## config.mk

```make
export PLATFORM = sky130hd
export DESIGN_NAME = pump_valve_direction_guard_pwm_top
export DESIGN_NICKNAME = d
export VERILOG_FILES = /design/src/rtl/pvdg_pkg.sv /design/src/rtl/pump_valve_direction_guard_pwm_top.sv /design/src/rtl/pvdg_eval.sv
export SDC_FILE = /design/constraint.sdc
export NUM_CORES = 1
export LEC_CHECK = 0
export BUFFER_PORTS_ARGS = -buffer_cell sky130_fd_sc_hd__buf_2
export CAP_MARGIN = 0
export CORE_ASPECT_RATIO = 0.75
export CORE_MARGIN = 2
export CORE_UTILIZATION = 55
export CTS_BUF_LIST = sky130_fd_sc_hd__clkbuf_8
export CTS_CLUSTER_SIZE = 24
export DETAILED_ROUTE_END_ITERATION = 10
export PLACE_DENSITY = 0.73
export SLEW_MARGIN = 20
export SYNTH_ARGS = -nofsm -noshare
export SYNTH_HDL_FRONTEND = slang
export SYNTH_HIERARCHICAL = 1
export SYNTH_SLANG_ARGS = --single-unit
```

## constraint.sdc

```tcl
create_clock -name clk -period 23.9 [get_ports clk]
set_input_delay 0 -clock clk [delete_from_list [all_inputs] [get_ports clk]]
set_output_delay 0 -clock clk [all_outputs]
set_load 0.02 [all_outputs]
```

## src/rtl/pvdg_pkg.sv

```systemverilog
// Shared types and constants for the pump, valve and direction guard block.
// No dependencies; imported by pvdg_eval and pump_valve_direction_guard_pwm_top.
package pvdg_pkg;

  localparam int unsigned US_PER_MS = 1000;
  localparam int unsigned PRESC_W   = (US_PER_MS > 1) ? $clog2(US_PER_MS) : 1;

  localparam logic [15:0] GUARD_MS_RESET  = 16'd200;
  localparam logic [15:0] PWM_PERIOD_RESET = 16'd20000;
  localparam logic [15:0] ELAPSED_MAX     = 16'hFFFF;
  localparam logic [7:0]  DUTY_FULL       = 8'd255;

  typedef enum logic [1:0] {
    OP_TICK  = 2'd0,
    OP_BITS  = 2'd1,
    OP_REQ   = 2'd2,
    OP_ESTOP = 2'd3
  } op_t;

  localparam logic [1:0] MODE_STOP    = 2'd0;
  localparam logic [1:0] MODE_ASCEND  = 2'd1;
  localparam logic [1:0] MODE_DESCEND = 2'd2;
  localparam logic [1:0] MODE_BALANCE = 2'd3;

  localparam logic [0:0] CFG_GUARD_MS   = 1'd0;
  localparam logic [0:0] CFG_PWM_PERIOD = 1'd1;

  typedef struct packed {
    logic [1:0] op;
    logic [5:0] actuator_bits;
    logic [1:0] direction;
    logic [7:0] level;
  } item_t;

  typedef struct packed {
    logic [5:0]         drive_latch;
    logic [1:0]         req_mode;
    logic [7:0]         req_level;
    logic [1:0]         app_mode;
    logic [7:0]         app_level;
    logic [15:0]        elapsed_ms;
    logic [PRESC_W-1:0] us_presc;
    logic [15:0]        period_pos;
    logic [1:0]         valves;
  } state_t;

  typedef struct packed {
    logic [7:0] applied_level;
    logic [1:0] applied_direction;
    logic       valve_f;
    logic       valve_e;
    logic       pump_on;
    logic [5:0] drive_bits;
  } result_t;

endpackage

```

## src/rtl/pump_valve_direction_guard_pwm_top.sv

```systemverilog
// Top level of the buoyancy pump and valve driver with direction guard and PWM.
// Depends on pvdg_pkg and pvdg_eval.
// The input register feeds the single evaluation stage; its state and result are registered.
// Throughput: one transaction per cycle unless out_tready is low with a result waiting.
// Reset: synchronous active-low rst_n clears all state and valid flags and loads
// guard_ms = 200 and pwm_period_us = 20000; the block accepts items right after reset.
module pump_valve_direction_guard_pwm_top (
  input  logic        clk,
  input  logic        rst_n,
  input  logic        in_tvalid,
  output logic        in_tready,
  input  logic [15:0] in_tdata,   // actuator_bits[5:0], direction[7:6], level[15:8]
  input  logic [1:0]  in_tuser,   // op[1:0]
  output logic        out_tvalid,
  input  logic        out_tready,
  output logic [23:0] out_tdata,  // drive_bits[5:0], pump_on[6], valve_e[7], valve_f[8],
                                  // applied_direction[10:9], applied_level[18:11], zero
  input  logic        cfg_we,
  input  logic [0:0]  cfg_index,
  input  logic [15:0] cfg_data
);
  import pvdg_pkg::*;

  logic        s1_valid_r;
  item_t       s1_item_r;
  logic        out_valid_r;
  result_t     out_res_r;
  state_t      st_r;
  state_t      st_nxt;
  result_t     res_nxt;
  logic [15:0] guard_ms_r;
  logic [15:0] pwm_period_r;
  logic        advance;

  assign advance    = !out_valid_r || out_tready;
  assign in_tready  = advance || !s1_valid_r;
  assign out_tvalid = out_valid_r;
  assign out_tdata  = {5'd0, out_res_r};

  pvdg_eval u_eval (
    .item          (s1_item_r),
    .cur           (st_r),
    .guard_ms      (guard_ms_r),
    .pwm_period_us (pwm_period_r),
    .nxt           (st_nxt),
    .res           (res_nxt)
  );

  always_ff @(posedge clk) begin
    if (!rst_n) begin
      guard_ms_r   <= GUARD_MS_RESET;
      pwm_period_r <= PWM_PERIOD_RESET;
    end else if (cfg_we) begin
      case (cfg_index)
        CFG_GUARD_MS:   guard_ms_r   <= cfg_data;
        CFG_PWM_PERIOD: pwm_period_r <= cfg_data;
        default: ;
      endcase
    end
  end

  always_ff @(posedge clk) begin
    if (!rst_n) begin
      s1_valid_r  <= 1'b0;
      out_valid_r <= 1'b0;
      st_r        <= '0;
    end else begin
      if (in_tready) begin
        s1_valid_r <= in_tvalid;
      end
      if (advance) begin
        out_valid_r <= s1_valid_r;
        if (s1_valid_r) begin
          st_r <= st_nxt;
        end
      end
    end
  end

  always_ff @(posedge clk) begin
    if (in_tready && in_tvalid) begin
      s1_item_r <= {in_tuser, in_tdata[5:0], in_tdata[7:6], in_tdata[15:8]};
    end
    if (advance && s1_valid_r) begin
      out_res_r <= res_nxt;
    end
  end

  a_stall_blocks_input: assert property (@(posedge clk) disable iff (!rst_n)
    (s1_valid_r && out_valid_r && !out_tready) |-> !in_tready)
    else $error("input taken while both stages are full and stalled");

  a_presc_range: assert property (@(posedge clk) disable iff (!rst_n)
    ({1'b0, st_r.us_presc} < (PRESC_W+1)'(US_PER_MS)))
    else $error("microsecond prescaler out of range");

  a_pump_one_valve: assert property (@(posedge clk) disable iff (!rst_n)
    (out_valid_r && out_res_r.pump_on) |->
      (out_res_r.valve_e != out_res_r.valve_f && out_res_r.applied_level != 8'd0))
    else $error("pump running without a single open valve");

  a_balance_outputs: assert property (@(posedge clk) disable iff (!rst_n)
    (out_valid_r && out_res_r.applied_direction == MODE_BALANCE) |->
      (out_res_r.valve_e && out_res_r.valve_f && !out_res_r.pump_on &&
       out_res_r.applied_level == 8'd0))
    else $error("balance mode outputs inconsistent");

  a_result_follows_stage: assert property (@(posedge clk) disable iff (!rst_n)
    (s1_valid_r && advance) |=> out_valid_r)
    else $error("evaluated transaction lost");

endmodule

```

## src/rtl/pvdg_eval.sv

```systemverilog
// Next-state and result logic for one transaction of the pump and valve driver.
// Depends on pvdg_pkg.
module pvdg_eval (
  input  pvdg_pkg::item_t  item,
  input  pvdg_pkg::state_t cur,
  input  logic [15:0]      guard_ms,
  input  logic [15:0]      pwm_period_us,
  output pvdg_pkg::state_t nxt,
  output pvdg_pkg::result_t res
);
  import pvdg_pkg::*;

  state_t      s;
  logic [16:0] pos_inc;
  logic [16:0] pos_ref;
  logic [24:0] on_lhs;
  logic [24:0] on_rhs;
  logic        pump;

  always_comb begin
    s       = cur;
    pump    = 1'b0;
    pos_inc = {1'b0, cur.period_pos} + 17'd1;
    pos_ref = 17'd0;
    on_lhs  = 25'd0;
    on_rhs  = 25'd0;

    case (op_t'(item.op))
      OP_TICK: begin
        if ({1'b0, cur.us_presc} + 1'b1 >= (PRESC_W+1)'(US_PER_MS)) begin
          s.us_presc = '0;
          if (cur.elapsed_ms != ELAPSED_MAX) begin
            s.elapsed_ms = cur.elapsed_ms + 16'd1;
          end
        end else begin
          s.us_presc = cur.us_presc + 1'b1;
        end
        if (pos_inc >= {1'b0, pwm_period_us}) begin
          s.period_pos = '0;
        end else begin
          s.period_pos = pos_inc[15:0];
        end
      end
      OP_BITS: begin
        s.drive_latch = item.actuator_bits;
      end
      OP_REQ: begin
        if (item.direction == MODE_STOP ||
            (item.level == 8'd0 && item.direction != MODE_BALANCE)) begin
          s.req_mode  = MODE_STOP;
          s.req_level = 8'd0;
        end else begin
          s.req_mode  = item.direction;
          s.req_level = item.level;
        end
      end
      default: begin
        s.drive_latch = '0;
        s.req_mode    = MODE_STOP;
        s.req_level   = 8'd0;
        s.app_mode    = MODE_STOP;
        s.app_level   = 8'd0;
      end
    endcase

    // pump on when 255*(period_pos+1) <= level*period, i.e. period_pos+1 <= level*period/255
    pos_ref = {1'b0, s.period_pos} + 17'd1;
    on_lhs  = {pos_ref, 8'd0} - {8'd0, pos_ref};
    on_rhs  = 25'(s.req_level) * 25'(pwm_period_us);

    if (s.req_mode == MODE_STOP || s.req_level == 8'd0) begin
      s.app_mode  = MODE_STOP;
      s.app_level = 8'd0;
      s.valves    = 2'b00;
    end else if (s.req_mode == MODE_BALANCE) begin
      s.app_mode  = MODE_BALANCE;
      s.app_level = 8'd0;
      s.valves    = 2'b11;
    end else if (s.req_mode != s.app_mode && s.elapsed_ms < guard_ms) begin
      s.app_level = 8'd0;
    end else begin
      if (s.req_mode != s.app_mode) begin
        s.app_mode   = s.req_mode;
        s.elapsed_ms = '0;
      end
      s.app_level = s.req_level;
      s.valves    = (s.app_mode == MODE_ASCEND) ? 2'b01 : 2'b10;
      pump        = (on_lhs <= on_rhs);
    end

    nxt                   = s;
    res.drive_bits        = s.drive_latch;
    res.pump_on           = pump;
    res.valve_e           = s.valves[0];
    res.valve_f           = s.valves[1];
    res.applied_direction = s.app_mode;
    res.applied_level     = s.app_level;
  end

endmodule
```

After elaboration in Yosys (flattened, before gate mapping). Cells that the tools add are included. Widths: inputs -> output; s select.

Logic and storage cells: 90. Register bits after elaboration: 141. Bits in latches: 0. Bits of input ports: 40. Bits in read-only memories: 0. Memories: 0. RAM bits: 0.

Divide/modulo/power cells: 0. Shifts and indexed selects: 0. $mul: 1. Bitwise operators: 1. $add $sub $neg: 6. Reduce and logical (&&, ||, !) cells: 23. Order comparisons: 4. Equality and inequality tests: 7. Multiplexer cells: 25.

Operators with widths (number): $mux 16 (7); $mux 10 (5); $mux 42 (1); $add 16x1->17 const B (2); $le 25x24->1 (1); $sub 25x17->25 (1); $mul 8x16->24 (1); $pmux 10 s2 (1); $mux 2 (9); $ge 17x16->1 (1); $add 16x1->16 const B (1); $logic_not 8->1 (2); $lt 16x16->1 (1); $ne 16x16->1 const B (1); $pmux 6 s2 (1); $add 10x1->11 const B (1); $ge 11x10->1 const B (1); $add 10x1->10 const B (1); $mux 8 (1); $logic_not 2->1 (3); $reduce_and 2->1 (3); $reduce_or 3->1 (2); $eq 2x1->1 const B (2); $eq 2x2->1 const B (2); 8 further kinds (16).

Longest topological paths before layout. Gate-level depths: netlist of run 1.

Depth in word-level cells: 15. Gate-level depth with buffers: 43.

Modules after synthesis. Netlist of run 1, hierarchy kept.

By module, submodules not included: pvdg_eval (sequential area each 0.0 um^2, instances 1, cells an instance 1236, area an instance 8866.0 um^2); pump_valve_direction_guard_pwm_top (sequential area each 3193.1 um^2, instances 1, cells an instance 498, area an instance 5296.3 um^2).

Worst setup path before layout of run 1. No wires, ideal clock.

Path type: register to register. Start point: register st_r[12] (netlist name). End point: register out_res_r, in the netlist out_tdata[6] (data pin). Stages on the path, launching flop included: 42. Period minus slack after synthesis: 8.434 ns. Path slack: 15.466 ns. Arrival: 8.308 ns. Library setup time: 0.126 ns. Cell sequence: dfxtp_1 clkbuf_1 nand3_1 nor4_1 nand3_1 xor2_1 inv_1 ha_1 a21o_1 a211o_1 a41o_1 or2_4 buf_6 nor2_1 a22o_1 ha_1 nand2_1 nor3_1 [6 not listed] nand3_1 inv_1 nand4_1 a2bb2oi_4 a2111oi_4 o41ai_4 o31ai_2 a211oi_1 xnor2_1 ha_1 nand3_1 nor2_1 a2111oi_0 a21oi_1 a21oi_1 or3b_2 mux2i_1 buf_4.

RTL lines: from (decl) (line pump_valve_direction_guard_pwm_top.sv:28) `state_t st_r;`; from (signal assigned) (line pump_valve_direction_guard_pwm_top.sv:74) `st_r <= st_nxt;`; to (signal assigned) (line pump_valve_direction_guard_pwm_top.sv:85) `out_res_r <= res_nxt;`; to (decl) (line pump_valve_direction_guard_pwm_top.sv:27) `result_t out_res_r;`.

==> impl_metrics.json, run 1 <==
{
  "hold-worst-slack_ns": -0.0284,
  "postSynthCellCount": 1702,
  "fillCellCount": 2208,
  "clock_skew_ns": 0.0152,
  "period_share_pct": 40.3,
  "period_minus_slack_ns": 9.63,
  "grt_setup_unrepaired": "false",
  "drive_gt1_share_pct": 8.54,
  "clk-insertion-delay-late_ns": 0.47,
  "dr.pass1.iters": 6,
  "setup_viol": 0,
  "portBuffers": 60,
  "final.setup.worst_slack_ns": 14.27,
  "max_slew_margin_pct": 24.7,
  "ant_nets": 0,
  "antenna_found_initial": 0,
  "place_ws_ns": 14.39,
  "dp.cells": 2018,
  "status": "complete, but fails checks",
  "leakage_nw": 6.38,
  "final_util_pct": 59.8,
  "crit_arrival_ns": 9.94,
  "clkPwrFrac_pct": 32.2,
  "grt_usage_pct": 27.2,
  "p_int_w": 0.000378,
  "cap_violations": 0,
  "syn_area_per_cell_um2": 8.14,
  "violations": "negative hold slack",
  "tightestPinTransition_ns": 1.13,
  "path_depth": 37,
  "cts_resized": 0,
  "chipWidth_um": 187,
  "max_freq_mhz": 104,
  "required_ns": 24.21,
  "path_buf_inv": 2,
  "vias": 12100,
  "cts.sinks": 133,
  "critPathTopFamily": "compound AO/OA/AOI/OAI gates",
  "finalHoldViolations": 10,
  "num_rows": 50,
  "p_sw_w": 0.000192,
  "drt_iter0_drc": 1057,
  "wl_per_cell_um": 17.2,
  "ctsLongestPathBuffers": 2,
  "gp_congestion": 0.911,
  "area_growth_pct": 7.18,
  "cp_slowest_stage_delay_ns": 0.61,
  "pwr-share-comb_pct": 24.8,
  "crit_path_end_kind": "flip-flop",
  "min_path_type": "primary input to flip-flop",
  "r2r_cells": 37,
  "htree_levels": 4,
  "antennaDiodeCount": 0,
  "nets": 1976,
  "start_util_pct": 55.8,
  "worstHoldPathCells": 4,
  "routed_via_density": 5.77,
  "core_mm2": 0.0248,
  "drt_wl_total_um": 36000,
  "dieArea_mm2": 0.0265,
  "cp_max_fo": 9,
  "vdd_drop_max_mv": 0.0351,
  "slew_violations": 0,
  "clockRootBuffer": "clkbuf_8",
  "cts_tree": "yes",
  "overflow": 0,
  "yosys_warnings": 6,
  "numCtsBuffers": 17,
  "grt_pass1_wl_um": 57400,
  "syn_area_mm2": 0.0139,
  "cts.clk_slew.worst_paths_ns": 0.08,
  "chipHeight_um": 141,
  "drc": 0,
  "grt_pass1_vias": 11000,
  "power_density_mw_per_mm2": 38.4,
  "path_class": "flip-flop to flip-flop",
  "swShare_pct": 33.7,
  "grt_max_degree": 106,
  "num_io_pins": 66,
  "dp.final_hpwl_um": 27100,
  "tns_ns": 0,
  "crit_slowest_cell": "a32oi_1",
  "pwr-share-seq_pct": 43.0,
  "crit_path_frequent_cell": "ha_1",
  "final_cells": 2094,
  "worst_setup_path_start_kind": "flip-flop"
}
-- flip-flops by register name (all words and copies together) (netlist names) --
| register | count |
|---|---|
| out_tdata | 19 |
| st_r | 62 |
| pwm_period_r | 16 |
| s1_valid_r | 1 |
| out_tvalid | 1 |
| s1_item_r | 18 |
| guard_ms_r | 16 |
-- repair_timing --
item | CTS | global route
endpoints found under the setup margin | 0 | 0
hold buffers | 44 | 0
hold endpoints to repair | 56 | 0
setup buffers | 0 | 0
-- stage by stage --
stage | instance area [um^2] | power (W) | hold WS [ns]
after CTS | 14900 | 0.000572 | 0.0473
after global routing | 14900 | 0.000600 | 0.00771
after floorplan | 13900 | 0.000353 | 0.0989
final | 14900 | 0.000570 | -0.0284
after detailed placement | 14000 | 0.000383 | 0.179
after global placement | 14000 | 0.000380 | 0.176
-- worst register-to-register path, delay by kind of cell, from the launching register on --
kind,cells,cell delay [ns]
compound gates,15,4.24
fa+ha+maj,4,1.19
flops,1,0.53
simple gates,14,2.97
buf+inv,2,0.25
xor+xnor,1,0.16
mux,1,0.15
-- final cells by class --
| type | count | area, um^2 | area share (%) |
|---|---|---|---|
| clock buffer | 17 | 234 | 1.57 |
| timing repair buffer | 116 | 833 | 5.61 |
| inverter | 178 | 668 | 4.50 |
| multi-input combinational | 1297 | 9540 | 64.2 |
| tap | 338 | 423 | 2.85 |
| clock inverter | 15 | 131 | 0.884 |
| sequential | 133 | 3030 | 20.4 |
-- path summary, 6_finish.rpt --
kind | startpoint | endpoint | slack (ns)
hold reg to reg | st_r[52] | st_r[52] | 0.46
setup reg to reg | st_r[4] | out_tdata[6] | 14.27
hold / removal | cfg_index | guard_ms_r[10] | -0.03
setup / recovery | st_r[4] | out_tdata[6] | 14.27
-- metal layers --
layer | up-vias | wire [um] | track usage, %
li1 | 5795 | - | -
met1 | 5737 | 16900 | 39.9
met2 | 502 | 15200 | 40.3
met3 | 49 | 3220 | 5.76
met4 | 0 | 657 | 7.64
met5 | - | 0 | 0
-- power groups by stage --
stage	combinational (W)	sequential (W)	clock (W)
floorplan	0.000103	0.000250	0
global placement	0.000130	0.000250	0
detailed placement	0.000133	0.000250	0
CTS	0.000140	0.000245	0.000187
global route	0.000158	0.000246	0.000196
finish	0.000141	0.000245	0.000184
-- cell usage in the layout, fill, tap and decap left out, types with 49 or more instances in the layout --
cell type,instances
nand3_1,49
buf_2,59
dfxtp_1,96
mux2i_1,66
ha_1,109
a21oi_1,61
inv_1,173
nand2_1,331
fa_1,84
nor2_1,133
Power figures use the tool's default switching activity.
==> inputs of run 2 (changes only) <==
--- a/config.mk
+++ b/config.mk
@@ -5,6 +5,7 @@
 export SDC_FILE = /design/constraint.sdc
 export NUM_CORES = 1
 export LEC_CHECK = 0
+export ABC_AREA = 1
 export BUFFER_PORTS_ARGS = -buffer_cell sky130_fd_sc_hd__buf_2
 export CAP_MARGIN = 0
 export CORE_ASPECT_RATIO = 0.75
@@ -13,7 +14,7 @@
 export CTS_BUF_LIST = sky130_fd_sc_hd__clkbuf_8
 export CTS_CLUSTER_SIZE = 24
 export DETAILED_ROUTE_END_ITERATION = 10
-export PLACE_DENSITY = 0.73
+export PLACE_DENSITY = 0.75
 export SLEW_MARGIN = 20
 export SYNTH_ARGS = -nofsm -noshare
 export SYNTH_HDL_FRONTEND = slang
==> constraint.sdc (replaced) <==
create_clock -name clk -period 8 [get_ports clk]
set_input_delay 0 -clock clk [delete_from_list [all_inputs] [get_ports clk]]
set_output_delay 0 -clock clk [all_outputs]
set_load 0.02 [all_outputs]
==> run 2 against run 1 <==
The flow now finishes without violations. Wire length is 6.3% higher. Worst setup slack worse by 14 ns. Critical path depth is 1 lower. Via count is 6.2% higher. Flip-flop and latch count stayed put. Fmax is 30% higher. Final cell count is 15% higher. Clock power grew to 3.2 times the previous value. Highest routed layer unchanged.
==> impl_metrics.json, run 2 <==
{
  "grt_setup_unrepaired": "false",
  "start_util_pct": 56.2,
  "period_share_pct": 92.3,
  "htree_levels": 4,
  "clk-insertion-delay-late_ns": 0.48,
  "p_int_w": 0.00137,
  "status": "completed",
  "vdd_drop_max_mv": 0.109,
  "r2r_cells": 36,
  "cts.sinks": 133,
  "fin_total_pwr_w": 0.00238,
  "leakage_nw": 7.25,
  "numCtsBuffers": 17,
  "dr.pass1.iters": 6,
  "path_class": "flip-flop to flip-flop",
  "slew_violations": 0,
  "grt_pass1_vias": 11900,
  "clockRootBuffer": "clkbuf_8",
  "core_mm2": 0.0251,
  "portBuffers": 60,
  "cts_tree": "yes",
  "vias": 12800,
  "drt_iter0_drc": 1315,
  "chipHeight_um": 143,
  "ctsLongestPathBuffers": 2,
  "syn_area_per_cell_um2": 7.00,
  "postSynthCellCount": 2013,
  "clock_skew_ns": 0.0221,
  "num_io_pins": 66,
  "routed_via_density": 5.33,
  "dieArea_mm2": 0.0269,
  "max_freq_mhz": 135,
  "yosys_warnings": 6,
  "grt_pass1_wl_um": 61300,
  "worst_setup_path_start_kind": "flip-flop",
  "cp_max_fo": 12,
  "dp.final_hpwl_um": 28900,
  "crit_path_end_kind": "flip-flop",
  "mostFrequentLayoutCells": "nand2_1 (361), inv_1 (355), nor2_1 (296)",
  "syn_area_mm2": 0.0141,
  "finalHoldViolations": 0,
  "final_common_cell": "nand2_1",
  "drt_wl_total_um": 38200,
  "period_minus_slack_ns": 7.38,
  "fillCellCount": 2323,
  "antennaDiodeCount": 0,
  "required_ns": 8.34,
  "crit_path_frequent_cell": "nand3_1",
  "final_util_pct": 60.5,
  "gp_congestion": 0.962,
  "nets": 2289,
  "cap_violations": 0,
  "final_cells": 2407,
  "chipWidth_um": 189,
  "grt_usage_pct": 28.8,
  "tightestPinTransition_ns": 1.05,
  "tns_ns": 0,
  "drive_gt1_share_pct": 10.8,
  "worstHoldPathCells": 4,
  "p_sw_w": 0.00101,
  "crit_arrival_ns": 7.73,
  "cp_slowest_stage_delay_ns": 0.55,
  "overflow": 0,
  "dp.cells": 2336,
  "area_growth_pct": 7.60,
  "regMostFlops": "st_r",
  "drc": 0,
  "rrSetupSlack_ns": 0.62,
  "clkPwrFrac_pct": 24.7,
  "pwr-share-seq_pct": 32.8,
  "pwr-share-comb_pct": 42.5,
  "hold-worst-slack_ns": 0.140,
  "power_density_mw_per_mm2": 157,
  "swShare_pct": 42.4,
  "largest_register_ffs": 62,
  "crit_slowest_cell": "fa_1",
  "setup_viol": 0,
  "wl_per_cell_um": 15.9,
  "num_rows": 50,
  "min_path_type": "primary input to flip-flop",
  "grt_max_degree": 101,
  "max_slew_margin_pct": 29.7,
  "antenna_found_initial": 1,
  "cts.clk_slew.worst_paths_ns": 0.10,
  "ant_nets": 0
}
[run 2: metal layers]
layer | track usage, % | up-vias | part of all wire, %
met5 | 0 | - | 0
met4 | 6.17 | 0 | 1.4
met3 | 7.35 | 44 | 9.3
met2 | 44.0 | 498 | 43
met1 | 41.2 | 5931 | 47
li1 | - | 6360 | -
[run 2: power by group through the flow]
stage | clock network, W | logic [W] | registers [W]
2_1_floorplan | 0 | 0.000760 | 0.000786
3_3_place_gp | 0 | 0.000960 | 0.000792
3_5_place_dp | 0 | 0.000977 | 0.000793
4_1_cts | 0.000603 | 0.000998 | 0.000778
5_1_grt | 0.000624 | 0.00116 | 0.000785
6_report | 0.000588 | 0.00101 | 0.000779
[run 2: worst max-delay path: cells and delay by family, from the launching register on]
kind	cells	cell delay [ns]
adders and majority gates	6	2.70
and+or+nand+nor	17	2.12
AOI/OAI and AO/OA	6	0.97
buffers and inverters	6	0.97
DFF	1	0.34
xor gates and xnor gates	1	0.14
[run 2: stage by stage]
| stage | area, um^2 | setup WS (ns) |
|---|---|---|
| 2_1_floorplan | 14100 | 1.36 |
| 3_3_place_gp | 14400 | 0.650 |
| 3_5_place_dp | 14400 | 0.343 |
| 4_1_cts | 15100 | 0.301 |
| 5_1_grt | 15200 | 0.0679 |
| 6_report | 15200 | 0.616 |
[run 2: layout make-up]
type,count,area [um^2],area share [%]
clock buffers,17,234,1.54
repair buffers,111,773,5.10
multi-input cells,1426,9160,60.4
well taps,338,423,2.79
inverters,367,1380,9.11
flip-flops and latches,133,3040,20.0
clock inverters,15,161,1.06
[run 2: final timing paths]
kind                 startpoint            end
setup reg to reg  s1_item_r[17]   out_tdata[6]
hold / removal           cfg_we  guard_ms_r[7]
setup / recovery  s1_item_r[17]   out_tdata[6]
hold reg to reg   guard_ms_r[6]  guard_ms_r[6]
[run 2: repair_timing]
action                     CTS  global route
hold buffers                36             0
buffers inserted             0             3
resized for setup            0             7
setup endpoints to repair    0             1
hold endpoints to repair    51             0
